===== src/tracker_pattern_unpacker_core_macros.svh =====
// assertion helpers for the unpacker core
`ifndef TRACKER_PATTERN_UNPACKER_CORE_MACROS_SVH
`define TRACKER_PATTERN_UNPACKER_CORE_MACROS_SVH

// same-cycle implication
`define TPU_ASSERT_IMP(lbl, clk, rst, ante, cons, msg) \
   lbl: assert property (@(posedge clk) disable iff (rst) (ante) |-> (cons)) else $error(msg);

// next-cycle implication
`define TPU_ASSERT_NEXT(lbl, clk, rst, ante, cons, msg) \
   lbl: assert property (@(posedge clk) disable iff (rst) (ante) |=> (cons)) else $error(msg);

`endif


===== src/tpu_pkg.sv =====
package tpu_pkg;

   // command codes on the request channel
   localparam logic CMD_DATA  = 1'b0;
   localparam logic CMD_START = 1'b1;

   // result kinds
   localparam logic [1:0] KIND_CELL    = 2'd0;
   localparam logic [1:0] KIND_ROW_END = 2'd1;
   localparam logic [1:0] KIND_PAT_END = 2'd2;

   // raw note bytes and decoded note codes
   localparam logic [7:0] RAW_RELEASE = 8'd255;
   localparam logic [7:0] RAW_OFF     = 8'd254;
   localparam logic [7:0] RAW_FADE_LO = 8'd120;
   localparam logic [6:0] NOTE_OFF     = 7'd100;
   localparam logic [6:0] NOTE_RELEASE = 7'd101;
   localparam logic [6:0] NOTE_FADE    = 7'd102;
   localparam logic [6:0] SEMITONES    = 7'd12;
   // n / 12 as (n * 43) >> 9, exact for n below 120
   localparam logic [13:0] DIV12_MUL   = 14'd43;
   localparam int          DIV12_SHIFT = 9;

   // remembered state of one channel
   typedef struct packed {
      logic [7:0] mask;
      logic [7:0] note;
      logic [7:0] ins;
      logic [7:0] vol;
      logic [7:0] fx;
      logic [7:0] fxv;
   } chan_entry_type;

   typedef struct packed {
      logic [6:0]        code;
      logic signed [4:0] octave;
   } note_type;

   // control from the parser to the channel memory
   typedef struct packed {
      logic rd_en;
      logic wr_en;
      logic clear;
   } mem_ctl_type;

   function automatic note_type decode_note(input logic [7:0] n);
      note_type    res;
      logic [13:0] prod;
      logic [3:0]  quot;
      logic [6:0]  rem;
      prod = 14'(n[6:0]) * DIV12_MUL;
      quot = prod[DIV12_SHIFT +: 4];
      rem  = n[6:0] - 7'(quot) * SEMITONES;
      if (n == RAW_RELEASE) begin
         res.code   = NOTE_RELEASE;
         res.octave = '0;
      end else if (n == RAW_OFF) begin
         res.code   = NOTE_OFF;
         res.octave = '0;
      end else if (n >= RAW_FADE_LO) begin
         res.code   = NOTE_FADE;
         res.octave = '0;
      end else if (rem == '0) begin
         // c of the octave is written as b of the octave below
         res.code   = SEMITONES;
         res.octave = 5'(quot) - 5'sd1;
      end else begin
         res.code   = rem;
         res.octave = 5'(quot);
      end
      return res;
   endfunction

endpackage


===== src/tracker_pattern_unpacker_core.sv =====
// Packed pattern decoder.
// Request channel (req_valid / req_stall): one transaction per byte. With
// req_command = start, req_row_count sets the pattern length and every
// channel's remembered mask, note, instrument, volume and effect is cleared.
// With req_command = data, req_data_byte is one byte of the packed stream.
// Response channel (rsp_valid / rsp_stall): zero or one transaction per
// request: a decoded cell, a row end, or the row end that closes the pattern.
// Throughput is one byte per cycle unless the receiver stalls: each byte does a
// single read of the channel memory, issued as it is accepted, and at most one
// write back. A request reaches the response through the memory read stage,
// then the output register. A repeated channel is served from the working copy.
// Reset puts the block idle until a start command and clears the channel
// memory's valid bits in the same cycle, so no clearing pass is needed.
// When the receiver stalls, the output register holds its transaction, one
// more byte waits in the read stage, and then req_stall rises.
`include "tracker_pattern_unpacker_core_macros.svh"

module tracker_pattern_unpacker_core #(
   parameter int CHANNELS = 64,
   parameter int MAX_ROWS = 256
) (
   input  logic              clock,
   input  logic              reset,
   input  logic              req_valid,
   output logic              req_stall,
   input  logic              req_command,
   input  logic [7:0]        req_data_byte,
   input  logic [8:0]        req_row_count,
   output logic              rsp_valid,
   input  logic              rsp_stall,
   output logic [1:0]        rsp_kind,
   output logic [5:0]        rsp_channel,
   output logic [7:0]        rsp_row,
   output logic [3:0]        rsp_present,
   output logic [6:0]        rsp_note_code,
   output logic signed [4:0] rsp_octave,
   output logic [7:0]        rsp_instrument,
   output logic [7:0]        rsp_volume,
   output logic [7:0]        rsp_effect_cmd,
   output logic [7:0]        rsp_effect_value
);
   import tpu_pkg::*;

   localparam int CH_W = (CHANNELS > 1) ? $clog2(CHANNELS) : 1;

   typedef enum logic [2:0] {
      PH_CHAN, PH_MASK, PH_NOTE, PH_INS, PH_VOL, PH_FX, PH_FXV
   } phase_type;

   // next byte position given the mask and the field just taken
   function automatic phase_type next_field(input logic [7:0] m, input phase_type from);
      phase_type res;
      if (from < PH_NOTE && m[0]) begin
         res = PH_NOTE;
      end else if (from < PH_INS && m[1]) begin
         res = PH_INS;
      end else if (from < PH_VOL && m[2]) begin
         res = PH_VOL;
      end else if (from < PH_FX && m[3]) begin
         res = PH_FX;
      end else begin
         res = PH_CHAN;
      end
      return res;
   endfunction

   // channel number modulo CHANNELS, restoring remainder over six bits
   function automatic logic [CH_W-1:0] chan_mod(input logic [5:0] v);
      logic [6:0] r;
      r = '0;
      for (int i = 5; i >= 0; i--) begin
         r = {r[5:0], v[i]};
         if (r >= 7'(CHANNELS)) begin
            r = r - 7'(CHANNELS);
         end
      end
      return r[CH_W-1:0];
   endfunction

   // parser state
   phase_type        phase_ff, phase_in;
   logic [CH_W-1:0]  chan_ff, chan_in;
   chan_entry_type   entry_ff, entry_in;
   logic [8:0]       row_counter_ff, row_counter_in;
   logic [8:0]       rows_ff, rows_in;
   logic             done_ff, done_in;

   // read stage
   logic             s1_valid_ff, s1_valid_in;
   logic             s1_cmd_ff, s1_cmd_in;
   logic [7:0]       s1_byte_ff, s1_byte_in;
   logic [8:0]       s1_rows_ff, s1_rows_in;
   logic [CH_W-1:0]  s1_chan_ff, s1_chan_in;

   // output register
   logic             out_valid_ff, out_valid_in;
   logic [1:0]       out_kind_ff, out_kind_in;
   logic [5:0]       out_channel_ff, out_channel_in;
   logic [7:0]       out_row_ff, out_row_in;
   logic [3:0]       out_present_ff, out_present_in;
   logic [6:0]       out_note_ff, out_note_in;
   logic signed [4:0] out_octave_ff, out_octave_in;
   logic [7:0]       out_ins_ff, out_ins_in;
   logic [7:0]       out_vol_ff, out_vol_in;
   logic [7:0]       out_fx_ff, out_fx_in;
   logic [7:0]       out_fxv_ff, out_fxv_in;

   logic             accept;
   logic             s1_go;
   logic             s1_fire;
   logic             emit;
   logic [1:0]       emit_kind;
   logic [8:0]       row_inc;
   logic [3:0]       pres;
   note_type         note_dec;
   chan_entry_type   fetched;
   chan_entry_type   mem_rd_data;
   mem_ctl_type      mem_ctl;

   // handshake: the read stage moves when the output register is free
   assign s1_go     = !out_valid_ff || !rsp_stall;
   assign req_stall = s1_valid_ff && !s1_go;
   assign accept    = req_valid && !req_stall;
   assign s1_fire   = s1_valid_ff && s1_go;

   // channel memory, read as a byte is accepted
   tpu_chan_mem #(
      .CHANNELS (CHANNELS)
   ) u_chan_mem (
      .clock   (clock),
      .reset   (reset),
      .ctl     (mem_ctl),
      .rd_addr (chan_mod(req_data_byte[5:0])),
      .wr_addr (chan_ff),
      .wr_data (entry_in),
      .rd_data (mem_rd_data)
   );

   // latest write always targets the current channel, so forward it
   assign fetched = (s1_chan_ff == chan_ff) ? entry_ff : mem_rd_data;

   // read stage capture
   always_comb begin
      s1_cmd_in  = s1_cmd_ff;
      s1_byte_in = s1_byte_ff;
      s1_rows_in = s1_rows_ff;
      s1_chan_in = s1_chan_ff;
      if (accept) begin
         s1_valid_in = 1'b1;
         s1_cmd_in   = req_command;
         s1_byte_in  = req_data_byte;
         s1_rows_in  = req_row_count;
         s1_chan_in  = chan_mod(req_data_byte[5:0]);
      end else if (s1_go) begin
         s1_valid_in = 1'b0;
      end else begin
         s1_valid_in = s1_valid_ff;
      end
   end

   // byte parser: read, modify, write back the current channel entry
   always_comb begin
      phase_in       = phase_ff;
      chan_in        = chan_ff;
      entry_in       = entry_ff;
      row_counter_in = row_counter_ff;
      rows_in        = rows_ff;
      done_in        = done_ff;
      emit           = 1'b0;
      emit_kind      = KIND_CELL;
      row_inc        = row_counter_ff + 9'd1;
      mem_ctl        = '0;
      mem_ctl.rd_en  = accept;
      if (s1_fire) begin
         if (s1_cmd_ff == CMD_START) begin
            rows_in        = (s1_rows_ff > 9'(MAX_ROWS)) ? 9'(MAX_ROWS) : s1_rows_ff;
            row_counter_in = '0;
            done_in        = 1'b0;
            phase_in       = PH_CHAN;
            chan_in        = '0;
            entry_in       = '0;
            mem_ctl.clear  = 1'b1;
         end else if (!done_ff) begin
            unique case (phase_ff)
               PH_MASK: begin
                  entry_in.mask = s1_byte_ff;
                  mem_ctl.wr_en = 1'b1;
                  phase_in      = next_field(s1_byte_ff, PH_MASK);
                  emit          = (phase_in == PH_CHAN);
               end
               PH_NOTE: begin
                  entry_in.note = s1_byte_ff;
                  mem_ctl.wr_en = 1'b1;
                  phase_in      = next_field(entry_ff.mask, PH_NOTE);
                  emit          = (phase_in == PH_CHAN);
               end
               PH_INS: begin
                  entry_in.ins  = s1_byte_ff;
                  mem_ctl.wr_en = 1'b1;
                  phase_in      = next_field(entry_ff.mask, PH_INS);
                  emit          = (phase_in == PH_CHAN);
               end
               PH_VOL: begin
                  entry_in.vol  = s1_byte_ff;
                  mem_ctl.wr_en = 1'b1;
                  phase_in      = next_field(entry_ff.mask, PH_VOL);
                  emit          = (phase_in == PH_CHAN);
               end
               PH_FX: begin
                  entry_in.fx   = s1_byte_ff;
                  mem_ctl.wr_en = 1'b1;
                  phase_in      = PH_FXV;
               end
               PH_FXV: begin
                  entry_in.fxv  = s1_byte_ff;
                  mem_ctl.wr_en = 1'b1;
                  phase_in      = PH_CHAN;
                  emit          = 1'b1;
               end
               default: begin
                  // channel byte position, also for the unused phase code
                  phase_in = PH_CHAN;
                  if (s1_byte_ff == 8'd0) begin
                     emit           = 1'b1;
                     row_counter_in = row_inc;
                     if (row_inc >= rows_ff) begin
                        done_in   = 1'b1;
                        emit_kind = KIND_PAT_END;
                     end else begin
                        emit_kind = KIND_ROW_END;
                     end
                  end else begin
                     chan_in  = s1_chan_ff;
                     entry_in = fetched;
                     if (s1_byte_ff[7]) begin
                        phase_in = PH_MASK;
                     end else begin
                        phase_in = next_field(fetched.mask, PH_MASK);
                        emit     = (phase_in == PH_CHAN);
                     end
                  end
               end
            endcase
         end
      end
   end

   // cell formatting from the updated entry
   assign pres     = entry_in.mask[3:0] | entry_in.mask[7:4];
   assign note_dec = decode_note(entry_in.note);

   // output register load
   always_comb begin
      out_valid_in   = out_valid_ff;
      out_kind_in    = out_kind_ff;
      out_channel_in = out_channel_ff;
      out_row_in     = out_row_ff;
      out_present_in = out_present_ff;
      out_note_in    = out_note_ff;
      out_octave_in  = out_octave_ff;
      out_ins_in     = out_ins_ff;
      out_vol_in     = out_vol_ff;
      out_fx_in      = out_fx_ff;
      out_fxv_in     = out_fxv_ff;
      if (s1_go) begin
         out_valid_in = s1_fire && emit;
      end
      if (s1_fire && emit) begin
         out_kind_in    = emit_kind;
         out_row_in     = row_counter_ff[7:0];
         out_channel_in = '0;
         out_present_in = '0;
         out_note_in    = '0;
         out_octave_in  = '0;
         out_ins_in     = '0;
         out_vol_in     = '0;
         out_fx_in      = '0;
         out_fxv_in     = '0;
         if (emit_kind == KIND_CELL) begin
            out_channel_in = 6'(chan_in);
            out_present_in = pres;
            if (pres[0]) begin
               out_note_in   = note_dec.code;
               out_octave_in = note_dec.octave;
            end
            if (pres[1]) begin
               out_ins_in = entry_in.ins - 8'd1;
            end
            if (pres[2]) begin
               out_vol_in = entry_in.vol;
            end
            if (pres[3]) begin
               out_fx_in  = entry_in.fx;
               out_fxv_in = entry_in.fxv;
            end
         end
      end
   end

   // state and registered outputs
   always_ff @(posedge clock) begin
      if (reset) begin
         phase_ff       <= PH_CHAN;
         chan_ff        <= '0;
         entry_ff       <= '0;
         row_counter_ff <= '0;
         rows_ff        <= '0;
         done_ff        <= 1'b1;
         s1_valid_ff    <= 1'b0;
         out_valid_ff   <= 1'b0;
      end else begin
         phase_ff       <= phase_in;
         chan_ff        <= chan_in;
         entry_ff       <= entry_in;
         row_counter_ff <= row_counter_in;
         rows_ff        <= rows_in;
         done_ff        <= done_in;
         s1_valid_ff    <= s1_valid_in;
         out_valid_ff   <= out_valid_in;
      end
      s1_cmd_ff      <= s1_cmd_in;
      s1_byte_ff     <= s1_byte_in;
      s1_rows_ff     <= s1_rows_in;
      s1_chan_ff     <= s1_chan_in;
      out_kind_ff    <= out_kind_in;
      out_channel_ff <= out_channel_in;
      out_row_ff     <= out_row_in;
      out_present_ff <= out_present_in;
      out_note_ff    <= out_note_in;
      out_octave_ff  <= out_octave_in;
      out_ins_ff     <= out_ins_in;
      out_vol_ff     <= out_vol_in;
      out_fx_ff      <= out_fx_in;
      out_fxv_ff     <= out_fxv_in;
   end

   assign rsp_valid        = out_valid_ff;
   assign rsp_kind         = out_kind_ff;
   assign rsp_channel      = out_channel_ff;
   assign rsp_row          = out_row_ff;
   assign rsp_present      = out_present_ff;
   assign rsp_note_code    = out_note_ff;
   assign rsp_octave       = out_octave_ff;
   assign rsp_instrument   = out_ins_ff;
   assign rsp_volume       = out_vol_ff;
   assign rsp_effect_cmd   = out_fx_ff;
   assign rsp_effect_value = out_fxv_ff;

   // checks
   `TPU_ASSERT_IMP(a_row_end_clean, clock, reset, rsp_valid && (rsp_kind != KIND_CELL), (rsp_channel == '0) && (rsp_present == '0), "row end transaction carries cell data")
   `TPU_ASSERT_NEXT(a_start_arms, clock, reset, s1_fire && (s1_cmd_ff == CMD_START), !done_ff && (phase_ff == PH_CHAN) && (row_counter_ff == '0), "start did not arm the parser")
   `TPU_ASSERT_NEXT(a_end_idles, clock, reset, s1_fire && emit && (emit_kind == KIND_PAT_END), done_ff, "pattern end did not idle the parser")
   `TPU_ASSERT_NEXT(a_stage_held, clock, reset, s1_valid_ff && !s1_go, s1_valid_ff, "read stage transaction dropped")
   `TPU_ASSERT_IMP(a_idle_quiet, clock, reset, s1_fire && done_ff && (s1_cmd_ff == CMD_DATA), !emit && !mem_ctl.wr_en, "idle parser produced output")

endmodule


===== src/tpu_chan_mem.sv =====
module tpu_chan_mem #(
   parameter int CHANNELS = 64,
   localparam int CH_W = (CHANNELS > 1) ? $clog2(CHANNELS) : 1
) (
   input  logic                    clock,
   input  logic                    reset,
   input  tpu_pkg::mem_ctl_type    ctl,
   input  logic [CH_W-1:0]         rd_addr,
   input  logic [CH_W-1:0]         wr_addr,
   input  tpu_pkg::chan_entry_type wr_data,
   output tpu_pkg::chan_entry_type rd_data
);
   import tpu_pkg::*;

   chan_entry_type              store_ff [CHANNELS];
   chan_entry_type              rd_q_ff;
   logic [CH_W-1:0]             rd_addr_ff;
   logic [CHANNELS-1:0]         valid_ff;

   // storage array with registered read
   always_ff @(posedge clock) begin
      if (ctl.wr_en) begin
         store_ff[wr_addr] <= wr_data;
      end
      if (ctl.rd_en) begin
         rd_q_ff    <= store_ff[rd_addr];
         rd_addr_ff <= rd_addr;
      end
   end

   // per-entry valid bits, cleared at once by reset or pattern start
   always_ff @(posedge clock) begin
      if (reset || ctl.clear) begin
         valid_ff <= '0;
      end else if (ctl.wr_en) begin
         valid_ff[wr_addr] <= 1'b1;
      end
   end

   // entries not written since the last clear read as zero
   assign rd_data = valid_ff[rd_addr_ff] ? rd_q_ff : '0;

endmodule

===== config.mk =====
export PLATFORM = sky130hd
export DESIGN_NAME = tracker_pattern_unpacker_core
export DESIGN_NICKNAME = d
export VERILOG_FILES = /design/src/tpu_pkg.sv /design/src/tracker_pattern_unpacker_core.sv /design/src/tpu_chan_mem.sv
export VERILOG_INCLUDE_DIRS = /design/src /design/src/src
export SDC_FILE = /design/constraint.sdc
export NUM_CORES = 2
export LEC_CHECK = 0
export BUFFER_PORTS_ARGS = -buffer_cell sky130_fd_sc_hd__buf_2
export CORE_MARGIN = 8
export CORE_UTILIZATION = 50
export CTS_CLUSTER_DIAMETER = 100
export CTS_CLUSTER_SIZE = 10
export DETAILED_ROUTE_END_ITERATION = 10
export PLACE_DENSITY = 0.63
export SYNTH_ARGS = -nofsm -noshare
export SYNTH_HDL_FRONTEND = slang
export SYNTH_SLANG_ARGS = --single-unit

===== constraint.sdc =====
create_clock -name clock -period 19.7 [get_ports clock]
set_input_delay 3.94 -clock clock [delete_from_list [all_inputs] [get_ports clock]]
set_output_delay 3.94 -clock clock [all_outputs]
set_load 0.05 [all_outputs]

==> results.ini <==
[cts]
clockBufferDepth = 4
ctsResizeCount = 0
numCtsBuffers = 387
clock_sinks = 3344
path_clk_slew_ns = 0.06
clockRootBuffer = clkbuf_16
htreeDepth = 5
insertion_delay_ns = 0.98
cts_setup_buffers = 0
hold_buffers = 0
cts_tree = built

[floorplan]
num_rows = 187
die_w_microns = 526
die_y_microns = 526
core_area_sq_um = 259000
initial_utilization_pct = 50.1
die-area_sq_um = 276000
pin_count = 88

[detailed_routing]
vias = 65400
first_pass_iters = 7
avgViaCountPerCell = 6.78
drc = 0
wl_per_cell_microns = 38.3
wl_microns = 369000
ant_nets = 0
drtIter0Drc = 9683

[finish]
drive_gt1_share_pct = 29.8
multi_input_area_sq_um = 30000
areaGrowthSynthToFinish_pct = 12.5
regArea_sq_um = 99000
final_design_area_no_fill_sq_um = 146000
stdcell_count = 9647
num-nets-final = 6250
fill_cells = 18700
fin_util_pct = 56.4

[power]
ir_drop_mv = 0.103
p_leak_nw = 50.7
p_per_area_nw_per_um2 = 98.1
power_mw = 14.3

[grt]
grt_pass1_wl_microns = 513000
antenna_found_initial = 15
grt_overflow = 0
grt_start_max_net_pins = 140
grt_pass1_vias = 64500
grt_usage_pct = 26.3

[logic_synthesis]
netlist_area_sq_um = 130000
ys_types = 94
postSynthAreaPerCell_sq_um = 22.5
netlist_instances = 5776
synth_area_leader_cell = edfxtp_1
ys.flop_type = edfxtp_1
synth_top_area_share_pct = 74.0
synth_area_leaders = edfxtp_1 74%, mux4_2 17%, dfxtp_1 2.2%
synth_nets = 5855
synth_common_cells = 3202 x edfxtp_1, 1001 x mux4_2, 223 x clkbuf_1
ys_seq_elements = 3344
async_flop_share_pct = 0
synth.most_common_cell = edfxtp_1
synth_edf_count = 3202
synth-warning-count = 0
ys_seq_area_share_pct = 76.2

[timing]
clock_skew_ns = 0.0902
slew_headroom_pct = 14.7
drv_slew = 0
setup_tns_ns = 0
finalCritPeriodShare_pct = 64.3
finalHoldWorstSlack_ns = 0.457
fmaxAchievable_mhz = 78.9
rsz0062_at_grt = no
setup_ws_ns = 7.02
setup_viol = 0
hold_viol = 0
period_needed_ns = 12.68
tightest_slew_ns = 1.28

[place]
dp.final_hpwl_microns = 195000
post-place-cells = 9184
place_area_sq_um = 136000
pre_cts_ws_ns = 6.26
gp_congestion = 0.868
port_buffers = 87

[setup_path]
cp-start-kind = input port
critical-path-max-stage-delay_ns = 0.97
critical_path_peak_fanout = 70
arrival_ns = 13.35
required_ns = 20.38
crit_slowest_cell = nand3_1
crit_path_end_kind = flop
path_class = in -> reg

[min_path]
hold_class = reg -> reg

[run]
drv_cap = 0

[status]
status = finished, final reports clean

## metal layers
layer  part of all wire (%)  track usage, %  vias up
met5                 0.0051               0        -
met4                    3.0            7.58        4
met3                     11            6.32      655
met2                     47            41.5     3915
met1                     39            37.2    35700
li1                       -               -    25100
## logic make-up after synthesis
family	count (synthesis)	synth area share [%]
flip-flops	3344	76.2
multiplexers	1055	17.8
AND/OR/NAND/NOR	458	1.62
AO/OA/AOI/OAI	433	2.37
buffers and inverters	405	1.22
adder cells (fa/ha/maj)	57	0.590
XOR/XNOR	24	0.162
## cell type report
cell class / instances / area share (%)
clock inverters: 14 / 0.115
well taps: 3402 / 2.91
inverters: 98 / 0.257
diodes: 10 / 0.0171
flip-flops and latches: 3344 / 67.7
repair buffers: 313 / 1.55
multi-input cells: 2027 / 20.6
clock buffers: 439 / 6.85
## placed cells by master (no fill, tap or decap), drive strengths merged, types with 78 or more instances in the layout
cell,synthesis,layout
a21oi,78,78
buf,83,313
clkbuf,224,439
dfxtp,142,142
edfxtp,3202,3202
inv,98,105
mux4,1003,1003
nand2,107,107
nor2,200,200
o21ai,82,82
## flip-flops by register name (all words and copies together) (netlist names), 8 cells and up
signal,count
entry_ff,48
row_counter_ff,9
rows_ff,9
rsp_effect_cmd,8
rsp_effect_value,8
rsp_instrument,8
rsp_row,8
rsp_volume,8
s1_byte_ff,8
s1_rows_ff,9
u_chan_mem.rd_q_ff,48
u_chan_mem.store_ff,3072
u_chan_mem.valid_ff,64
## worst max-delay path, delay by kind of cell
family,cells,cell delay (ns)
muxes,2,0.32
AOI/OAI and AO/OA,13,3.29
and+or+nand+nor,7,2.50
xor gates and xnor gates,1,0.16
adders and majority gates,6,2.22
buffers and inverters,5,0.88
## where the power goes
part | switching [mW] | internal, mW
clock network | 2.59 | 3.53
registers | 0.0186 | 7.72
logic | 0.270 | 0.209
## worst paths after layout
path	start	to	slack [ns]	cells past startpoint
setup / recovery	rsp_stall	rsp_octave[3]	7.02	34
hold / removal	u_chan_mem.valid_ff[44]	u_chan_mem.valid_ff[44]	0.46	1
hold reg to reg	u_chan_mem.valid_ff[44]	u_chan_mem.valid_ff[44]	0.46	1
setup reg to reg	s1_byte_ff[0]	rsp_octave[3]	8.88	43
No activity file was read; power rests on OpenSTA's default activity.
